File: config.mk
export PLATFORM = sky130hd
export DESIGN_NAME = volume_bar_ohlc_vwap_core
export DESIGN_NICKNAME = d
export VERILOG_FILES = /design/src/hdl/vbov_pkg.sv /design/src/hdl/vbov_mul.sv /design/src/hdl/vbov_div.sv /design/src/hdl/volume_bar_ohlc_vwap_core.sv
export SDC_FILE = /design/constraint.sdc
export NUM_CORES = 2
export LEC_CHECK = 0
export BUFFER_PORTS_ARGS = -buffer_cell sky130_fd_sc_hd__buf_2
export CORE_UTILIZATION = 30
export DETAILED_ROUTE_END_ITERATION = 6
export PLACE_DENSITY = 0.55
export SETUP_SLACK_MARGIN = 0.1
export SYNTH_ARGS = -nofsm -noshare
export SYNTH_HDL_FRONTEND = slang
export SYNTH_SLANG_ARGS = --single-unit
File: constraint.sdc
create_clock -name clk -period 19.4 [get_ports clk]
set_clock_uncertainty 0.05 [all_clocks]
set_input_delay 0.97 -clock clk [delete_from_list [all_inputs] [get_ports clk]]
set_output_delay 0.97 -clock clk [all_outputs]
set_load 0.05 [all_outputs]
File: src/hdl/vbov_pkg.sv
// shared widths, defaults and register indexes for the volume bar aggregator
`timescale 1ns / 1ps

package vbov_pkg;

  // port widths of the trade and result fields
  localparam int PRICE_W  = 32;
  localparam int VOLUME_W = 48;
  localparam int BINS_W   = 49;

  // bin size register and carried volume width
  localparam int BIN_W = 32;

  // defaults for the top level parameters
  localparam int PRICE_BITS_DEF  = 32;
  localparam int VOLUME_BITS_DEF = 48;

  // configuration port
  localparam int CFG_DATA_W = 32;
  localparam int CFG_IDX_W  = 1;

  localparam logic [CFG_IDX_W-1:0] CFG_BIN_VOLUME = 1'b0;
  localparam logic [CFG_IDX_W-1:0] CFG_CUMULATIVE = 1'b1;

endpackage

File: src/hdl/vbov_mul.sv
// bit-serial shift-add multiplier, one multiplier bit per cycle
`timescale 1ns / 1ps

module vbov_mul #(
  parameter int AW = vbov_pkg::PRICE_BITS_DEF,
  parameter int BW = vbov_pkg::BIN_W
) (
  input  logic             clk,
  input  logic             rst_n,
  input  logic             start,
  input  logic [AW-1:0]    a,
  input  logic [BW-1:0]    b,
  output logic [AW+BW-1:0] prod,
  output logic             done
);

  localparam int CW = $clog2(BW + 1);

  logic [AW-1:0]    a_r;
  logic [AW+BW-1:0] prod_r;
  logic [AW+BW-1:0] prod_nxt;
  logic [AW:0]      sum;
  logic [CW-1:0]    cnt_r;
  logic             busy_r;
  logic             done_r;

  // upper half accumulates, lower half holds the multiplier bits still to use
  always_comb begin
    sum      = {1'b0, prod_r[AW+BW-1:BW]} + (prod_r[0] ? {1'b0, a_r} : {(AW+1){1'b0}});
    prod_nxt = {sum, prod_r[BW-1:1]};
  end

  always_ff @(posedge clk) begin
    if (!rst_n) begin
      busy_r <= 1'b0;
      done_r <= 1'b0;
      cnt_r  <= '0;
    end else begin
      done_r <= 1'b0;
      if (start) begin
        busy_r <= 1'b1;
        cnt_r  <= CW'(BW);
      end else if (busy_r) begin
        cnt_r <= cnt_r - CW'(1);
        if (cnt_r == CW'(1)) begin
          busy_r <= 1'b0;
          done_r <= 1'b1;
        end
      end
    end
  end

  always_ff @(posedge clk) begin
    if (start) begin
      a_r    <= a;
      prod_r <= {{AW{1'b0}}, b};
    end else if (busy_r) begin
      prod_r <= prod_nxt;
    end
  end

  assign prod = prod_r;
  assign done = done_r;

endmodule

File: src/hdl/vbov_div.sv
// bit-serial restoring divider, one quotient bit per cycle
`timescale 1ns / 1ps

module vbov_div #(
  parameter int NW = vbov_pkg::PRICE_BITS_DEF + vbov_pkg::BIN_W,
  parameter int DW = vbov_pkg::BIN_W
) (
  input  logic          clk,
  input  logic          rst_n,
  input  logic          start,
  input  logic [NW-1:0] num,
  input  logic [DW-1:0] den,
  output logic [NW-1:0] quo,
  output logic [DW-1:0] rem,
  output logic          done
);

  localparam int CW = $clog2(NW + 1);

  logic [NW-1:0] quo_r;
  logic [DW-1:0] rem_r;
  logic [DW-1:0] den_r;
  logic [DW:0]   trial;
  logic [DW:0]   diff;
  logic          ge;
  logic [CW-1:0] cnt_r;
  logic          busy_r;
  logic          done_r;

  // shift the next dividend bit into the partial remainder and try the subtract
  always_comb begin
    trial = {rem_r, quo_r[NW-1]};
    diff  = trial - {1'b0, den_r};
    ge    = (trial >= {1'b0, den_r});
  end

  always_ff @(posedge clk) begin
    if (!rst_n) begin
      busy_r <= 1'b0;
      done_r <= 1'b0;
      cnt_r  <= '0;
    end else begin
      done_r <= 1'b0;
      if (start) begin
        busy_r <= 1'b1;
        cnt_r  <= CW'(NW);
      end else if (busy_r) begin
        cnt_r <= cnt_r - CW'(1);
        if (cnt_r == CW'(1)) begin
          busy_r <= 1'b0;
          done_r <= 1'b1;
        end
      end
    end
  end

  always_ff @(posedge clk) begin
    if (start) begin
      quo_r <= num;
      rem_r <= '0;
      den_r <= den;
    end else if (busy_r) begin
      quo_r <= {quo_r[NW-2:0], ge};
      rem_r <= ge ? diff[DW-1:0] : trial[DW-1:0];
    end
  end

  assign quo  = quo_r;
  assign rem  = rem_r;
  assign done = done_r;

endmodule

File: src/hdl/volume_bar_ohlc_vwap_core.sv
// volume-clock bar aggregator: ohlc, vwap and completed bin count per trade
// in the bar a trade runs a multiply, then a divide unless the bar stays empty; one that
// completes it runs multiply, divide, divide, multiply (no first multiply after a lowered
// bin); a falling cumulative total goes straight out; serial multiplier (one bit a cycle)
// and divider (one quotient bit a cycle); one trade at a time, result waits in output reg
// synchronous active-low reset clears bar state, sets bin_volume to 1, cumulative off
`timescale 1ns / 1ps

module volume_bar_ohlc_vwap_core #(
  parameter int PRICE_BITS  = vbov_pkg::PRICE_BITS_DEF,
  parameter int VOLUME_BITS = vbov_pkg::VOLUME_BITS_DEF
) (
  input  logic                            clk,
  input  logic                            rst_n,

  input  logic                            in_valid,
  output logic                            in_ready,
  input  logic [vbov_pkg::PRICE_W-1:0]    in_price,
  input  logic [vbov_pkg::VOLUME_W-1:0]   in_volume,

  output logic                            out_valid,
  input  logic                            out_ready,
  output logic [vbov_pkg::PRICE_W-1:0]    out_bar_open,
  output logic [vbov_pkg::PRICE_W-1:0]    out_bar_high,
  output logic [vbov_pkg::PRICE_W-1:0]    out_bar_low,
  output logic [vbov_pkg::PRICE_W-1:0]    out_bar_close,
  output logic [vbov_pkg::PRICE_W-1:0]    out_vwap,
  output logic                            out_vwap_valid,
  output logic [vbov_pkg::BINS_W-1:0]     out_bins_done,
  output logic                            out_volume_error,

  input  logic                            cfg_we,
  input  logic [vbov_pkg::CFG_IDX_W-1:0]  cfg_index,
  input  logic [vbov_pkg::CFG_DATA_W-1:0] cfg_data
);

  localparam int PW     = vbov_pkg::PRICE_W;
  localparam int BW     = vbov_pkg::BIN_W;
  localparam int NB     = vbov_pkg::BINS_W;
  localparam int TOT_W  = ((VOLUME_BITS > BW) ? VOLUME_BITS : BW) + 1;
  localparam int TW     = PRICE_BITS + BW;
  localparam int DIV_NW = (TW > TOT_W) ? TW : TOT_W;

  localparam logic [DIV_NW-1:0] VW_MAX = {{(DIV_NW - PRICE_BITS){1'b0}}, {PRICE_BITS{1'b1}}};

  typedef enum logic [2:0] {
    S_IDLE,
    S_PREP,
    S_MUL1,
    S_DIV1,
    S_DIV2,
    S_MUL2,
    S_OUT
  } state_t;

  state_t state_r;

  // configuration
  logic [BW-1:0]          bin_r;
  logic                   cum_r;
  logic [BW-1:0]          bin_eff;

  // bar state
  logic                   started_r;
  logic [PRICE_BITS-1:0]  open_r;
  logic [PRICE_BITS-1:0]  high_r;
  logic [PRICE_BITS-1:0]  low_r;
  logic [BW-1:0]          carried_r;
  logic [TW-1:0]          turnover_r;
  logic [VOLUME_BITS-1:0] last_total_r;

  // current trade
  logic [PRICE_BITS-1:0]  price_r;
  logic [VOLUME_BITS-1:0] vol_r;
  logic [TOT_W-1:0]       total_r;
  logic                   partial_r;

  // result being built
  logic [PW-1:0]          res_open_r;
  logic [PW-1:0]          res_high_r;
  logic [PW-1:0]          res_low_r;
  logic [PW-1:0]          res_close_r;
  logic [PW-1:0]          res_vwap_r;
  logic                   res_valid_r;
  logic [NB-1:0]          res_bins_r;
  logic                   res_err_r;

  // output register
  logic                   out_valid_r;
  logic [PW-1:0]          out_open_r;
  logic [PW-1:0]          out_high_r;
  logic [PW-1:0]          out_low_r;
  logic [PW-1:0]          out_close_r;
  logic [PW-1:0]          out_vwap_r;
  logic                   out_vwap_valid_r;
  logic [NB-1:0]          out_bins_r;
  logic                   out_err_r;

  // serial units
  logic                   mul_start_r;
  logic [BW-1:0]          mul_b_r;
  logic [TW-1:0]          mul_prod;
  logic                   mul_done;
  logic                   div_start_r;
  logic [DIV_NW-1:0]      div_n_r;
  logic [BW-1:0]          div_d_r;
  logic [DIV_NW-1:0]      div_q;
  logic [BW-1:0]          div_rem;
  logic                   div_done;

  // trade decode
  logic                   vol_err;
  logic [VOLUME_BITS-1:0] vol_eff;
  logic [TOT_W-1:0]       total;
  logic                   partial;
  logic [PRICE_BITS-1:0]  o_new;
  logic [PRICE_BITS-1:0]  h_new;
  logic [PRICE_BITS-1:0]  l_new;
  logic [TW-1:0]          turn_sum;
  logic                   out_free;

  always_comb begin
    bin_eff  = (bin_r == '0) ? BW'(1) : bin_r;
    vol_err  = cum_r && (vol_r < last_total_r);
    vol_eff  = cum_r ? (vol_r - last_total_r) : vol_r;
    total    = TOT_W'(carried_r) + TOT_W'(vol_eff);
    partial  = (total < TOT_W'(bin_eff));
    o_new    = started_r ? open_r : price_r;
    h_new    = (!started_r || price_r > high_r) ? price_r : high_r;
    l_new    = (!started_r || price_r < low_r) ? price_r : low_r;
    turn_sum = turnover_r + mul_prod;
    out_free = !out_valid_r || out_ready;
  end

  vbov_mul #(
    .AW (PRICE_BITS),
    .BW (BW)
  ) u_mul (
    .clk   (clk),
    .rst_n (rst_n),
    .start (mul_start_r),
    .a     (price_r),
    .b     (mul_b_r),
    .prod  (mul_prod),
    .done  (mul_done)
  );

  vbov_div #(
    .NW (DIV_NW),
    .DW (BW)
  ) u_div (
    .clk   (clk),
    .rst_n (rst_n),
    .start (div_start_r),
    .num   (div_n_r),
    .den   (div_d_r),
    .quo   (div_q),
    .rem   (div_rem),
    .done  (div_done)
  );

  always_ff @(posedge clk) begin
    if (!rst_n) begin
      bin_r <= BW'(1);
      cum_r <= 1'b0;
    end else if (cfg_we) begin
      unique case (cfg_index)
        vbov_pkg::CFG_BIN_VOLUME: bin_r <= cfg_data[BW-1:0];
        vbov_pkg::CFG_CUMULATIVE: cum_r <= cfg_data[0];
      endcase
    end
  end

  always_ff @(posedge clk) begin
    if (!rst_n) begin
      state_r      <= S_IDLE;
      started_r    <= 1'b0;
      open_r       <= '0;
      high_r       <= '0;
      low_r        <= '0;
      carried_r    <= '0;
      turnover_r   <= '0;
      last_total_r <= '0;
      out_valid_r  <= 1'b0;
      mul_start_r  <= 1'b0;
      div_start_r  <= 1'b0;
    end else begin
      mul_start_r <= 1'b0;
      div_start_r <= 1'b0;
      if (out_valid_r && out_ready) begin
        out_valid_r <= 1'b0;
      end

      unique case (state_r)
        S_IDLE: begin
          if (in_valid) begin
            price_r <= in_price[PRICE_BITS-1:0];
            vol_r   <= in_volume[VOLUME_BITS-1:0];
            state_r <= S_PREP;
          end
        end

        S_PREP: begin
          res_bins_r <= '0;
          if (vol_err) begin
            // decreasing running total: error result, bar state untouched
            res_open_r  <= '0;
            res_high_r  <= '0;
            res_low_r   <= '0;
            res_close_r <= '0;
            res_vwap_r  <= '0;
            res_valid_r <= 1'b0;
            res_err_r   <= 1'b1;
            state_r     <= S_OUT;
          end else begin
            res_err_r   <= 1'b0;
            res_open_r  <= PW'(o_new);
            res_high_r  <= PW'(h_new);
            res_low_r   <= PW'(l_new);
            res_close_r <= PW'(price_r);
            started_r   <= 1'b1;
            open_r      <= o_new;
            high_r      <= h_new;
            low_r       <= l_new;
            if (cum_r) begin
              last_total_r <= vol_r;
            end
            total_r   <= total;
            partial_r <= partial;
            if (partial) begin
              carried_r   <= BW'(total);
              mul_b_r     <= BW'(vol_eff);
              mul_start_r <= 1'b1;
              state_r     <= S_MUL1;
            end else if (carried_r < bin_eff) begin
              // top the bar up to exactly one bin at this price
              mul_b_r     <= bin_eff - carried_r;
              mul_start_r <= 1'b1;
              state_r     <= S_MUL1;
            end else begin
              // bin lowered to or below carried volume: no top-up
              div_n_r     <= DIV_NW'(turnover_r);
              div_d_r     <= bin_eff;
              div_start_r <= 1'b1;
              state_r     <= S_DIV1;
            end
          end
        end

        S_MUL1: begin
          if (mul_done) begin
            turnover_r <= turn_sum;
            if (partial_r && carried_r == '0) begin
              res_vwap_r  <= '0;
              res_valid_r <= 1'b0;
              state_r     <= S_OUT;
            end else begin
              div_n_r     <= DIV_NW'(turn_sum);
              div_d_r     <= partial_r ? carried_r : bin_eff;
              div_start_r <= 1'b1;
              state_r     <= S_DIV1;
            end
          end
        end

        S_DIV1: begin
          if (div_done) begin
            res_valid_r <= 1'b1;
            if (partial_r) begin
              res_vwap_r <= PW'(div_q);
              state_r    <= S_OUT;
            end else begin
              res_vwap_r  <= (div_q > VW_MAX) ? PW'(VW_MAX) : PW'(div_q);
              div_n_r     <= DIV_NW'(total_r);
              div_d_r     <= bin_eff;
              div_start_r <= 1'b1;
              state_r     <= S_DIV2;
            end
          end
        end

        S_DIV2: begin
          if (div_done) begin
            // quotient is the bin count, remainder opens the next bar
            res_bins_r  <= NB'(div_q);
            carried_r   <= div_rem;
            open_r      <= price_r;
            high_r      <= price_r;
            low_r       <= price_r;
            mul_b_r     <= div_rem;
            mul_start_r <= 1'b1;
            state_r     <= S_MUL2;
          end
        end

        S_MUL2: begin
          if (mul_done) begin
            turnover_r <= mul_prod;
            state_r    <= S_OUT;
          end
        end

        S_OUT: begin
          if (out_free) begin
            out_valid_r      <= 1'b1;
            out_open_r       <= res_open_r;
            out_high_r       <= res_high_r;
            out_low_r        <= res_low_r;
            out_close_r      <= res_close_r;
            out_vwap_r       <= res_vwap_r;
            out_vwap_valid_r <= res_valid_r;
            out_bins_r       <= res_bins_r;
            out_err_r        <= res_err_r;
            state_r          <= S_IDLE;
          end
        end

        default: begin
          state_r <= S_IDLE;
        end
      endcase
    end
  end

  assign in_ready         = (state_r == S_IDLE);
  assign out_valid        = out_valid_r;
  assign out_bar_open     = out_open_r;
  assign out_bar_high     = out_high_r;
  assign out_bar_low      = out_low_r;
  assign out_bar_close    = out_close_r;
  assign out_vwap         = out_vwap_r;
  assign out_vwap_valid   = out_vwap_valid_r;
  assign out_bins_done    = out_bins_r;
  assign out_volume_error = out_err_r;

endmodule

Word level (Yosys, flattened, before mapping)
Cells that the tools add are included.
{"block": "word_totals", "output_inout_bits": 213, "wordCells": 230, "regBits": 1201, "input_bits": 118}
{"block": "op_classes", "n_eq_ne": 23, "addsub": 8, "bitwise": 5, "n_reduce_logical": 36, "magnitude_cmp": 7, "mux": 101}
{"cell": "32-bit two-way mux", "count": 32}
{"cell": "64-bit two-way mux", "count": 11}
{"cell": "32-bit case mux with 2 select lines", "count": 5}
{"cell": "32-bit case mux with 3 select lines", "count": 2}
{"cell": "64-bit case mux with 3 select lines", "count": 1}
{"cell": "64-bit case mux with 2 select lines", "count": 1}
{"cell": "49-bit case mux with 2 select lines", "count": 1}
{"cell": "64-bit adder", "count": 1}
{"cell": "64-bit by 32-bit greater-than comparator with 1-bit output, second input constant", "count": 1}
{"cell": "32-bit zero test", "count": 2}
{"cell": "32-bit less-than comparator", "count": 2}
{"cell": "32-bit subtractor", "count": 2}
{"cell": "32-bit by 48-bit adder with 49-bit output", "count": 1}
{"cell": "49-bit by 32-bit less-than comparator with 1-bit output", "count": 1}
{"cell": "49-bit two-way mux", "count": 1}
{"cell": "48-bit less-than comparator", "count": 1}
{"cell": "48-bit two-way mux", "count": 1}
{"cell": "48-bit subtractor", "count": 1}
{"cell": "32-bit by 32-bit adder with 33-bit output", "count": 1}
{"cell": "33-bit by 32-bit greater-or-equal comparator with 1-bit output", "count": 1}
{"cell": "32-bit greater-than comparator", "count": 1}
{"cell": "1-bit two-way mux", "count": 29}
{"cell": "3-bit two-way mux", "count": 8}
{"cell": "3-bit case mux with 7 select lines", "count": 1}
{"cell": "30 further kinds", "count": 72}

Logic depth before layout (Yosys ltp)
{"block": "logic_depth", "word_depth": 7, "depth_mapped": 37, "ltp_nobuf": 36}

Modules after synthesis
Synthesis repeated with hierarchy kept, for this count alone.
{"block": "hier_totals", "cells_unflattened": 6000, "hier_area_um2": 61964.4}
{"module": "volume_bar_ohlc_vwap_core", "cells_each": 4830, "seq_area_each_um2": 26025.0, "instances": 1, "area_per_inst_um2": 49120.9}
{"module": "vbov_div", "cells_each": 673, "seq_area_each_um2": 3703.6, "instances": 1, "area_per_inst_um2": 7337.0}
{"module": "vbov_mul", "cells_each": 497, "seq_area_each_um2": 2722.6, "instances": 1, "area_per_inst_um2": 5506.5}

Worst setup path after synthesis
Ideal clock, no wire load.
{"block": "synth_timing", "path_kind": "register to register", "from": "register cum_r", "to": "register div_d_r[0] (enable)", "path_stages_with_launch": 37, "t_arrival_ps": 12972, "n_path_buf": 6, "synth_period_minus_slack_ps": 13715, "setup_time_ps": 693, "setup_slack_ps": 5685, "required_ps": 18657, "cell_sequence": "dfxtp_1 clkbuf_1 clkbuf_1 buf_1 clkbuf_1 buf_1 nor2_1 a21oi_1 ha_1 inv_1 fa_1 nor2b_1 o31a_1 o21ai_0 a21oi_1 nand3_1 and2_1 o21a_1 o21bai_1 a21oi_1 xnor2_1 ha_1 a21o_1 a21oi_1 nor2b_1 o21ai_0 nand2b_1 a21oi_1 nor2b_1 o21ai_0 a31oi_1 o41ai_1 nand4b_1 or4_1 clkbuf_1 o22ai_2 a211oi_1"}
{"block": "synth_via", "elab_chain_cells": 5, "elab_cells_between_ends": 7, "classes_between": "add/sub (1); order compare (1); eq/ne (2); mux (1); reduce/logical (2)"}
{"element": "start, declared", "line_no": "volume_bar_ohlc_vwap_core.sv:60", "source": "logic cum_r;"}
{"element": "start signal, assigned", "line_no": "volume_bar_ohlc_vwap_core.sv:169", "source": "vbov_pkg::CFG_CUMULATIVE: cum_r <= cfg_data[0];"}
{"element": "48-bit two-way mux", "line_no": "volume_bar_ohlc_vwap_core.sv:125", "source": "vol_eff = cum_r ? (vol_r - last_total_r) : vol_r;"}
{"element": "32-bit by 48-bit adder with 49-bit output", "line_no": "volume_bar_ohlc_vwap_core.sv:126", "source": "total = TOT_W'(carried_r) + TOT_W'(vol_eff);"}
{"element": "via total[18]", "line_no": "volume_bar_ohlc_vwap_core.sv:114", "source": "logic [TOT_W-1:0] total;"}
{"element": "49-bit by 32-bit less-than comparator with 1-bit output", "line_no": "volume_bar_ohlc_vwap_core.sv:127", "source": "partial = (total < TOT_W'(bin_eff));"}
{"element": "2-bit != test (no line)"}
{"element": "9-bit AND reduction (no line)"}
{"element": "end signal, assigned", "line_no": "volume_bar_ohlc_vwap_core.sv:243", "source": "div_d_r <= bin_eff;"}
{"element": "end signal, assigned", "line_no": "volume_bar_ohlc_vwap_core.sv:259", "source": "div_d_r <= partial_r ? carried_r : bin_eff;"}
{"element": "end signal, assigned", "line_no": "volume_bar_ohlc_vwap_core.sv:275", "source": "div_d_r <= bin_eff;"}
{"element": "end, declared", "line_no": "volume_bar_ohlc_vwap_core.sv:106", "source": "logic [BW-1:0] div_d_r;"}
The timed path passes the listed nets, and every way through them passes these cells.
A chain may end at the register's enable or synchronous reset.

Final worst setup path
{"block": "layout_timing", "from": "register vol_r[8]", "to": "register mul_b_r[1] (enable)"}
{"block": "layout_via", "elab_chain_cells": 6, "elab_cells_between_ends": 9, "classes_between": "add/sub (2); order compare (2); eq/ne (2); mux (1); reduce/logical (2)"}
{"element": "start, declared", "line_no": "volume_bar_ohlc_vwap_core.sv:74", "source": "logic [VOLUME_BITS-1:0] vol_r;"}
{"element": "start signal, assigned", "line_no": "volume_bar_ohlc_vwap_core.sv:198", "source": "vol_r <= in_volume[VOLUME_BITS-1:0];"}
{"element": "48-bit subtractor", "line_no": "volume_bar_ohlc_vwap_core.sv:125"}
{"element": "48-bit two-way mux *", "line_no": "volume_bar_ohlc_vwap_core.sv:125"}
{"element": "32-bit by 48-bit adder with 49-bit output *", "line_no": "volume_bar_ohlc_vwap_core.sv:126"}
{"element": "via total[26]", "line_no": "volume_bar_ohlc_vwap_core.sv:114"}
{"element": "49-bit by 32-bit less-than comparator with 1-bit output *", "line_no": "volume_bar_ohlc_vwap_core.sv:127"}
{"element": "3-bit != test (no line) *"}
{"element": "5-bit AND reduction (no line) *"}
{"element": "end signal, assigned", "line_no": "volume_bar_ohlc_vwap_core.sv:232", "source": "mul_b_r <= BW'(vol_eff);"}
{"element": "end signal, assigned", "line_no": "volume_bar_ohlc_vwap_core.sv:237", "source": "mul_b_r <= bin_eff - carried_r;"}
{"element": "end signal, assigned", "line_no": "volume_bar_ohlc_vwap_core.sv:290", "source": "mul_b_r <= div_rem;"}
{"element": "end, declared", "line_no": "volume_bar_ohlc_vwap_core.sv:101", "source": "logic [BW-1:0] mul_b_r;"}
The timed path passes the listed nets; every way through them passes the cells marked *.

==> impl_results.md <==
- Syn nets: 6382
- Final core occ: 34.90%
- Sequential area share after synthesis: 52.99%
- Setup total negative slack: 0 ps
- Comb pwr share: 26.3%
- Hold Slack: 304.3 ps
- Asr flop ratio synth: 0%
- Routed Antenna Nets: 0
- Worst Setup Path Type: flip-flop to flip-flop
- Crit path DAT: 9220 ps
- Post-synth EDFFs: 840
- Flop pwr share: 41.7%
- P&R area growth vs syn: 15.41%
- Num CTS Buffers: 139
- Via count: 45280
- Die area: 205900 µm²
- Crit Path Max Fanout: 32
- Gr ovfl total: 0
- Avg WL per Cell: 20.79 µm
- Site Rows: 165
- IO Pins: 331
- Crit-path most repeated cell: a21o_1
- Final Hold Viols: 0
- Setup bufs post-CTS: 0
- Crit path capture: mul_b_r[1]
- Max clock buf depth: 3
- Worst vdd ir: 0.1070 mV
- Endpoint of the worst-slack reg-to-reg timing path: mul_b_r[1]
- Max cap viols: 0
- Later-pin clock latency in the skew report: 790 ps
- Die width: 453.8 µm
- CP max stage cell: or4_1
- First-pass DRT Iterations: 6
- Vias in the first global route: 42570
- Leak: 26.69 nW
- Resized cells post-CTS: 0
- CP Launch Type: flip-flop
- Fin nets: 6633
- Post-Route WL: 186400 µm
- Final setup vio count: 0
- Reg2Reg Depth: 31
- Mapped Cells: 5921
- # port buffers: 330
- Post-synthesis cell area: 61240 µm²
- Hpwl dp: 135100 µm
- FMAX: 0.1131 GHz
- Max Transition Viols Final: 0
- First DRT Iteration DRCs: 3975
- CTS root buffer: clkbuf_16
- Part of the cycle the worst path needs: 45.57%
- Largest net degree at the start of global routing: 98
- P per Cell Area: 121.2 nW/µm²
- Synth Area in Adders: 7.082%
- CP endpoint kind: flip-flop
- Worst-path clk slew: 60 ps
- CTS Hold Bufs: 0
- Final min period: 8841 ps
- CP required: 19780 ps
- Min-delay src: in_volume[6]
- Vias/cell: 5.050
- Mapped Avg Cell Area: 10.34 µm²
- Worst Setup SP: vol_r[8]
- Psw: 2.820 mW
- All-Layer GR Usage: 17.70%
- Starting Density: 30.24%
- Library cells used by synthesis: 84
- Initial antenna violation count: 21
- CTS tree: yes
- Yosys synthesis warning count: 0
- Simple-gate share of the synthesized area: 14.05%
- Mux contribution to synthesized area: 5.247%
- Clk pwr share: 32.0%
- Core footprint: 202500 µm²
- Area fraction in compound gates after synthesis: 13.89%
- First-pass GRT wire length: 276100 µm
- Worst-margin pin slew: 1314 ps
- Cell Int Power: 5.744 mW
- Largest family of logic cells by synthesized area: simple AND/OR/NAND/NOR gates
- Share of layout cells above drive strength 1: 13.18%
- Drc violations: 0
- Htree depth: 4
- Top_reg_cell synth: edfxtp_1
- CTS Sinks: 1201
- RSZ-0062 raised after global routing: false
- Number of synthesized register bits: 1201
- CP peak stage delay: 510 ps
- Die height: 453.8 µm
- Reg-to-reg setup timing slack: 10560 ps
- HP Class: primary input to flip-flop
- Placer Congestion: 0.9309
- Switching portion of total power: 32.93%
- Status: finished clean
- Worst flop-to-flop path startpoint: vol_r[8]
- Relative slew slack: 12.20%
- Synth Area in XOR/XNOR: 3.089%
## layer usage
layer,global-route usage (%),wire length (µm),up-vias
li1,-,-,21800
met4,5.632,5404,14
met5,0,81,-
met1,25.87,89800,21850
met3,2.930,11450,255
met2,26.36,79680,1358
## stage by stage
step	cell area (µm²)	power, mW	worst slack (ps)	cells
floorplan	61240	5.142	5685	5921
global placement	65900	5.823	10790	8703
detailed placement	65900	5.864	10720	8703
CTS	70660	8.635	10690	8961
global route	70670	9.023	9983	8963
finish	70680	8.564	10560	8966
## Yosys cell counts (all sizes together) (13+ instances only)
cell,number,area share (%)
nand4,59,0.60
dfxtp,361,12
o211ai,81,0.99
nor4,43,0.47
a311oi,31,0.47
nor3,53,0.43
ha,337,6.9
a21oi,505,4.1
and2,130,1.3
xnor2,134,1.9
inv,289,1.8
nand2b,58,0.59
a22o,15,0.21
or3,19,0.19
a21boi,14,0.17
or2,16,0.16
nand3b,15,0.18
xor2,82,1.2
o21bai,32,0.39
o21ai,257,2.1
o21a,39,0.48
nand3,64,0.52
edfxtp,840,41
o31ai,18,0.23
nor2,555,3.4
a211o,13,0.19
a31oi,45,0.46
a21o,152,1.9
clkbuf,266,1.6
mux2i,177,2.9
buf,33,0.25
mux2,128,2.4
nand2,769,4.7
a211oi,62,0.76
and3,36,0.37
nor2b,54,0.55
## cell families (layout without fill, tap and decap cells)
group                      after synthesis  after routing
xor gates and xnor gates               216            216
DFF                                   1201           1201
buffers and inverters                  588            956
muxes                                  305            305
adders and majority gates              343            343
AOI/OAI and AO/OA                     1360           1360
other                                    0              5
and+or+nand+nor                       1908           1908
## how the worst min path moves through the flow
stage	slack, ps	depth (start not counted)	to
4_1_cts	230	1	vol_r[6]
5_1_grt	270	1	price_r[2]
3_5_place_dp	350	0	out_bar_close[18]
6_report	300	1	vol_r[6]
3_3_place_gp	350	0	out_bar_close[21]
2_1_floorplan	350	0	out_bar_close[0]
## area by class of cell
class,instances,area (µm²)
diodes,5,12.51
clock buffers,181,3929
clock inverters,77,835.8
fillers,20170,131800
inverters,289,1096
multi-input cells,4132,26750
flip-flops and latches,1201,32460
well taps,2672,3343
repair buffers,409,2247
## cell usage in the layout (no fill, tap or decap), types with 59 or more instances in the layout
master,Yosys,layout
edfxtp_1,840,840
nand2_1,769,768
nor2_1,555,550
a21oi_1,505,504
dfxtp_1,361,355
ha_1,337,337
buf_2,6,329
inv_1,289,286
o21ai_0,249,248
mux2i_1,177,177
a21o_1,152,152
clkbuf_16,0,149
xnor2_1,134,134
and2_1,130,129
mux2_2,128,128
xor2_1,82,82
o211ai_1,81,81
buf_4,0,80
nand3_1,64,62
a211oi_1,62,61
nand4_1,59,59
## worst max-delay path: cells and delay by family (launching register included)
family          cells  cell delay [ps]
xor+xnor            2              360
compound gates     19             4540
flops               1              420
mux                 1              320
buf+inv             2              670
fa+ha+maj           3             1040
simple gates        4             1050
## flip-flops by register name, summed over array words and instances (netlist names), 48 cells and up
name,count
u_div.quo,64
total_r,49
out_bins_done,49
div_n_r,64
turnover_r,64
u_mul.prod,64
res_bins_r,49
last_total_r,48
vol_r,48
## power groups by stage
stage / Clock, mW / Combinational [mW] / Sequential, mW
floorplan: 0 / 1.66 / 3.48
global placement: 0 / 2.21 / 3.61
detailed placement: 0 / 2.24 / 3.62
CTS: 2.81 / 2.25 / 3.57
global route: 2.91 / 2.51 / 3.61
finish: 2.74 / 2.26 / 3.57
(Power assumes the default switching activity.)
